===== src/frh_pkg.sv =====
package frh_pkg;

  localparam logic FUNC_STORE = 1'b0;
  localparam logic FUNC_READ  = 1'b1;

  localparam logic REG_FRAME_WIDTH  = 1'b0;
  localparam logic REG_FRAME_HEIGHT = 1'b1;

  localparam logic [8:0] DIM_RESET = 9'd256;
  localparam logic [2:0] DIV_LAST  = 3'd7;
  localparam logic [7:0] ALPHA_MAX = 8'hFF;

  typedef enum logic [2:0] {
    S_IDLE,
    S_PREP,
    S_FETCH,
    S_DIV,
    S_OUT
  } state_e;

  typedef struct packed {
    logic        func;
    logic [7:0]  col;
    logic [7:0]  row_index;
    logic [31:0] pixel_in;
  } in_word_t;

  typedef struct packed {
    logic [31:0] pixel_out;
    logic        blank;
  } out_word_t;

  typedef struct packed {
    logic store;
    logic load;
    logic prep;
    logic fetch;
    logic div_step;
  } dp_cmd_t;

  typedef struct packed {
    logic blank;
    logic fade;
  } dp_status_t;

endpackage


===== src/frh_ctrl.sv =====
module frh_ctrl (
  input  logic               clk_i,
  input  logic               rst_ni,
  input  logic               start,
  input  logic               is_read_i,
  input  frh_pkg::dp_status_t status_i,
  output frh_pkg::dp_cmd_t   cmd_o,
  output logic               busy_o,
  output logic               emit_o
);

  frh_pkg::state_e state_q, state_d;
  logic [2:0]      cnt_q, cnt_d;

  always_ff @(posedge clk_i or negedge rst_ni) begin
    if (!rst_ni) begin
      state_q <= frh_pkg::S_IDLE;
      cnt_q   <= '0;
    end else begin
      state_q <= state_d;
      cnt_q   <= cnt_d;
    end
  end

  always_comb begin
    state_d = state_q;
    cnt_d   = cnt_q;
    cmd_o   = '0;
    case (state_q)
      frh_pkg::S_IDLE: begin
        if (start) begin
          if (is_read_i) begin
            cmd_o.load = 1'b1;
            state_d    = frh_pkg::S_PREP;
          end else begin
            cmd_o.store = 1'b1;
          end
        end
      end
      frh_pkg::S_PREP: begin
        cmd_o.prep = 1'b1;
        state_d    = frh_pkg::S_FETCH;
      end
      frh_pkg::S_FETCH: begin
        cmd_o.fetch = 1'b1;
        if (status_i.blank || !status_i.fade) begin
          state_d = frh_pkg::S_OUT;
        end else begin
          cnt_d   = '0;
          state_d = frh_pkg::S_DIV;
        end
      end
      frh_pkg::S_DIV: begin
        cmd_o.div_step = 1'b1;
        cnt_d          = cnt_q + 3'd1;
        if (cnt_q == frh_pkg::DIV_LAST) begin
          state_d = frh_pkg::S_OUT;
        end
      end
      frh_pkg::S_OUT: begin
        state_d = frh_pkg::S_IDLE;
      end
      default: begin
        state_d = frh_pkg::S_IDLE;
      end
    endcase
  end

  assign busy_o = (state_q != frh_pkg::S_IDLE);
  assign emit_o = (state_q == frh_pkg::S_OUT);

endmodule


===== config.mk =====
export PLATFORM = sky130hd
export DESIGN_NAME = frh_ctrl
export DESIGN_NICKNAME = d
export VERILOG_FILES = /design/src/frh_pkg.sv /design/src/frh_ctrl.sv
export SDC_FILE = /design/constraint.sdc
export NUM_CORES = 1
export LEC_CHECK = 0
export ABC_AREA = 0
export BUFFER_PORTS_ARGS = -buffer_cell sky130_fd_sc_hd__buf_2
export CAP_MARGIN = 20
export CORE_AREA = 2 2 39 41
export CTS_BUF_LIST = sky130_fd_sc_hd__clkbuf_16
export CTS_CLUSTER_SIZE = 24
export DETAILED_ROUTE_END_ITERATION = 10
export DIE_AREA = 0 0 41 43
export HOLD_SLACK_MARGIN = 0.03
export REMOVE_ABC_BUFFERS = 1
export SLEW_MARGIN = 10
export SYNTH_ARGS = -nofsm -noshare
export SYNTH_HDL_FRONTEND = slang
export SYNTH_SLANG_ARGS = --single-unit

===== constraint.sdc =====
create_clock -name clk_i -period 4 [get_ports clk_i]
set_clock_uncertainty 0.2 [all_clocks]
set_input_delay 0 -clock clk_i [delete_from_list [all_inputs] [get_ports clk_i]]
set_output_delay 0 -clock clk_i [all_outputs]
set_load 0.03 [all_outputs]

==> results of run 1 <==
repair_timing:
| item | 4_1_cts | 5_1_grt |
|---|---|---|
| hold buffers | 4 | 0 |
| hold endpoints to repair | 7 | 0 |
| resized for setup | 0 | 0 |
kinds of logic after synthesis:
kind of cell / share of synthesized area [%]
adders and majority gates: 7.167
buffers and inverters: 5.377
DFF: 43.01
and+or+nand+nor: 21.51
muxes: 4.300
AOI/OAI and AO/OA: 18.64
cells in the mapped netlist, drive strengths merged:
cell type  instances
and3               1
inv                2
buf                1
a21oi              2
nor3b              1
nand2b             1
a22o               2
nand2              1
dfrtp              6
ha                 2
nor2               3
and2b              2
nor3               2
a311oi             1
mux2               1
o21bai             2
nor2b              1
worst register-to-register path: stages (launching register included):
cell	delay, ns
dfrtp_1	0.47
nor3_2	0.26
and3_1	0.21
dlygate4sd3_1	0.56
o21bai_1	0.10
layout make-up:
class                   count  area [um^2]  area share, %
well taps                  16        20.02          3.756
flip-flops and latches      6        150.1          28.17
clock buffers               3        75.07          14.08
multi-input cells          22        180.2          33.80
repair buffers             16        100.1          18.78
inverters                   2        7.507          1.408
sequential cells by signal, summed over array words and instances (netlist names):
name     flops
cnt_q        3
state_q      3
placed cells by master (no fill, tap or decap), types with 2 or more instances in the layout:
| master | netlist | routed |
|---|---|---|
| dfrtp_1 | 6 | 6 |
| clkbuf_16 | 0 | 3 |
| dlygate4sd3_1 | 0 | 4 |
| inv_1 | 2 | 2 |
| nor2_1 | 3 | 3 |
| a21oi_1 | 2 | 2 |
| buf_2 | 0 | 12 |
| a22o_2 | 2 | 2 |
| ha_1 | 2 | 2 |
metrics by stage:
stage | worst slack [ns] | hold WS, ns
6_report | 2.127 | 0.08080
4_1_cts | 2.140 | 0.08137
5_1_grt | 1.997 | 0.09974
3_5_place_dp | 2.521 | -0.3700
2_1_floorplan | 2.373 | -0.4956
3_3_place_gp | 2.549 | -0.3711
worst paths after layout:
| check | to | startpoint | cells past startpoint | slack [ns] |
|---|---|---|---|---|
| min | cmd_o[4] | is_read_i | 3 | 0.08 |
| max reg2reg | state_q[0] | state_q[0] | 4 | 2.13 |
| min in group asynchronous | state_q[1] | rst_ni | 3 | 0.50 |
| max in group asynchronous | state_q[0] | rst_ni | 3 | 2.88 |
| max | state_q[0] | state_q[0] | 4 | 2.13 |
| min reg2reg | cnt_q[1] | cnt_q[1] | 1 | 0.30 |
power groups by stage:
stage	combinational (mW)	sequential (mW)	clock [mW]
final	0.195	0.122	0.162
after global routing	0.214	0.126	0.169
after CTS	0.198	0.122	0.164
after detailed placement	0.191	0.123	0
after global placement	0.189	0.122	0
after floorplan	0.150	0.115	0
routing by layer:
metal / global-route usage [%] / vias to the layer above / share of wire (%)
met3: 7.853 / 2 / 5.2
met2: 15.00 / 5 / 52
met5: 0 / - / 0
met1: 10.75 / 141 / 41
li1: - / 146 / -
met4: 4.000 / 0 / 1.9
==> impl_metrics.json, run 1 <==
{
  "wl_per_cell_um": 10.71,
  "final_area_um2": 533.0,
  "grt_pass1_vias": 278,
  "synth_area_per_cell_um2": 11.26,
  "cts-buffers-inserted": 3,
  "track_usage_pct": 10.28,
  "gp_congestion": 0.6736,
  "place.port_buffers": 12,
  "path_cells": "nor3_2 -> and3_1 -> dlygate4sd3_1 -> o21bai_1",
  "post-route-period-util_pct": 46.82,
  "die_x_um": 41,
  "antenna_found_initial": 0,
  "p_sw_uw": 178.4,
  "p_sw_share_pct": 37.27,
  "seqPwrFrac_pct": 25.5,
  "cp.required_ns": 3.95,
  "die_h_um": 43,
  "power_density_nw_per_um2": 898.2,
  "critPathKind": "reg -> reg",
  "status": "finished, final reports clean",
  "initial_core_util_pct": 25.23,
  "post_route_cells_drive_above_1_share_pct": 44.90,
  "drc": 0,
  "fin_nets": 59,
  "arrival_ns": 1.82,
  "core_area_um2": 1384,
  "slew_headroom_pct": 80.72,
  "first_pass_iters": 3,
  "p_int_uw": 300.3,
  "num_io_pins": 13,
  "rsz0062_at_grt": "no",
  "place_hpwl_um": 514.8,
  "cts.sinks": 6,
  "syn_to_final_growth_pct": 52.69,
  "insertion_delay_ns": 0.23,
  "root_buffer": "clkbuf_16",
  "place_area_um2": 417.9,
  "clockBufferDepth": 2,
  "n_antenna_cell": 0,
  "max_freq_mhz": 534.0,
  "min_period_ns": 1.873,
  "timing_max_transition_violations_final": 0,
  "synth_top_area_share_pct": 43.01,
  "cp-start-kind": "flop",
  "die-area_um2": 1763,
  "drtIter0Drc": 1,
  "cpPeakStageDelay_ns": 0.56,
  "drv_cap": 0,
  "peakVddDrop_mv": 0.2781,
  "fill_cells": 148,
  "hp-class": "in -> out",
  "final_util_pct": 38.52,
  "clk_pin_slew_ns": 0.03,
  "setup_viol": 0,
  "drt_wl_total_um": 696,
  "viasPerCell": 4.523,
  "p_leak_nw": 0.2802,
  "grt_pass1_wl_mm": 1.145,
  "num_vias": 294,
  "rows": 14,
  "cts_tree": "built",
  "synth_area_um2": 349.1,
  "ys_types": 20,
  "crit_path_end_kind": "flop",
  "fin_cells": 65,
  "synth_cells": 31,
  "final-hold-violation-count": 0,
  "overflow": 0,
  "ys_seq_area_share_pct": 43.01,
  "power_frac_comb_pct": 40.8,
  "synth.area.top_cells": "dfrtp_1, ha_1, a22o_2, o21bai_4, mux2_4",
  "cts_max_level": 1,
  "synth_top_area_cell": "dfrtp_1",
  "dp_cells": 58,
  "postCtsSetupRepairBufs": 0,
  "setup_tns_ns": 0,
  "crit_slowest_cell": "dlygate4sd3_1",
  "grt_max_degree": 9,
  "ys_ff_latch": 6,
  "crit_family": "buffers and inverters",
  "path_buf_inv": 1,
  "crit_fanout": 8,
  "yosys_warnings": 0,
  "p_total_uw": 478.7,
  "worst_pin_slew_ns": 0.2891,
  "postRouteAntennaNets": 0,
  "pwr-share-clk_pct": 33.8
}
Power figures use the tool's default switching activity.
==> inputs of run 2 (changes only) <==
==> constraint.sdc (replaced) <==
create_clock -name clk_i -period 1.68 [get_ports clk_i]
set_clock_uncertainty 0.2 [all_clocks]
set_input_delay 0 -clock clk_i [delete_from_list [all_inputs] [get_ports clk_i]]
set_output_delay 0 -clock clk_i [all_outputs]
set_load 0.03 [all_outputs]
==> impl_metrics.json, run 2 (synthesis results as in run 1) <==
{
  "worst_pin_slew_ns": 0.2944,
  "ctsResizeCount": 0,
  "num_io_pins": 13,
  "power_density_nw_per_um2": 2118,
  "syn_to_final_growth_pct": 52.69,
  "cpPeakStageDelay_ns": 0.41,
  "rows": 14,
  "grt_max_degree": 9,
  "die_x_um": 41,
  "wl_per_cell_um": 10.62,
  "max_freq_mhz": 639.9,
  "clockBufferDepth": 2,
  "hp-class": "in -> reg",
  "core_area_um2": 1384,
  "reg_top3": "cnt_q x3, state_q x3",
  "grt_pass1_vias": 253,
  "insertion_delay_ns": 0.23,
  "clk_pin_slew_ns": 0.03,
  "cp.required_ns": 1.48,
  "post-route-period-util_pct": 93.02,
  "cp-start-kind": "flop",
  "rrSetupSlack_ns": 0.21,
  "fill_cells": 140,
  "p_leak_nw": 0.2782,
  "setup_tns_ns": 0,
  "setup_viol": 0,
  "drt_wl_total_um": 690,
  "drtIter0Drc": 0,
  "status": "finished, final reports clean",
  "hold_buffers": 4,
  "track_usage_pct": 10.00,
  "drc": 0,
  "die-area_um2": 1763,
  "antenna_found_initial": 0,
  "num_vias": 283,
  "min_period_ns": 1.563,
  "peakVddDrop_mv": 0.6076,
  "postRouteAntennaNets": 0,
  "mostFrequentLayoutCells": "buf_2, dfrtp_1, dlygate4sd3_1",
  "setup_slack_ns": 0.1172,
  "overflow": 0,
  "root_buffer": "clkbuf_16",
  "place_area_um2": 417.9,
  "final-hold-violation-count": 0,
  "die_h_um": 43,
  "crit_family": "simple AND/OR/NAND/NOR gates",
  "initial_core_util_pct": 25.23,
  "final_area_um2": 533.0,
  "rsz0062_at_grt": "no",
  "cts_max_level": 1,
  "gp_congestion": 0.6273,
  "crit_slowest_cell": "dfrtp_1",
  "timing_max_transition_violations_final": 0,
  "slew_headroom_pct": 80.37,
  "post_route_cells_drive_above_1_share_pct": 44.90,
  "cts.sinks": 6,
  "arrival_ns": 1.36,
  "grt_pass1_wl_mm": 1.041,
  "pre_cts_slack_ns": 0.2010,
  "path_buf_inv": 1,
  "critPathKind": "reg -> out",
  "drv_cap": 0,
  "postCtsSetupRepairBufs": 0,
  "first_pass_iters": 1,
  "n_antenna_cell": 0,
  "fin_worst_hold_slack_ns": 0.1078,
  "path_cells": "nand2b_2 -> nor2_1 -> buf_2",
  "final_common_cell": "buf_2",
  "crit_fanout": 5,
  "crit_path_end_kind": "primary output",
  "cts_tree": "built",
  "viasPerCell": 4.354,
  "cts-buffers-inserted": 3,
  "fin_nets": 59,
  "place.port_buffers": 12
}
-- run 2: cell counts in the layout (fill, tap and decap cells not counted) --
Identical to the previous run, type by type.
-- run 2: layout make-up --
type | instances | area (um^2) | area share (%)
clock buffer | 3 | 75.07 | 14.08
multi-input combinational | 22 | 180.2 | 33.80
timing repair buffer | 16 | 100.1 | 18.78
tap | 16 | 20.02 | 3.756
inverter | 2 | 7.507 | 1.408
sequential | 6 | 150.1 | 28.17
-- run 2: path summary, 6_finish.rpt --
path	startpoint	endpoint	depth (start not counted)
max in group asynchronous	rst_ni	state_q[0]	3
min	status_i[0]	state_q[0]	4
max reg2reg	cnt_q[0]	state_q[2]	5
min in group asynchronous	rst_ni	state_q[1]	3
min reg2reg	cnt_q[1]	cnt_q[1]	1
max	state_q[2]	cmd_o[0]	3
-- run 2: metal layers --
layer,GRT usage (%),share of wire [%],up-vias
met5,0,0,-
met4,8.000,3.2,0
met3,7.853,5.4,4
met2,12.50,47,4
met1,10.49,44,130
li1,-,-,145
-- run 2: worst min-delay path: cells and delay by family --
family / cells / cell delay [ns]
buffers and inverters: 1 / 0.07
and+or+nand+nor: 1 / 0.19
AOI/OAI and AO/OA: 2 / 0.23
-- run 2: power by group --
group          internal, mW  total [mW]  switching, mW
clock                 0.305       0.380         0.0754
combinational         0.196       0.459          0.263
sequential            0.208       0.290         0.0821
-- run 2: stage by stage --
| stage | utilization [%] | power (mW) | cells |
|---|---|---|---|
| after floorplan | - | 0.6309 | 30 |
| after global placement | 30.20 | 0.7401 | 58 |
| after detailed placement | 30.20 | 0.7469 | 58 |
| after CTS | 38.52 | 1.143 | 65 |
| after global routing | 38.52 | 1.200 | 65 |
| final | 38.52 | 1.129 | 65 |
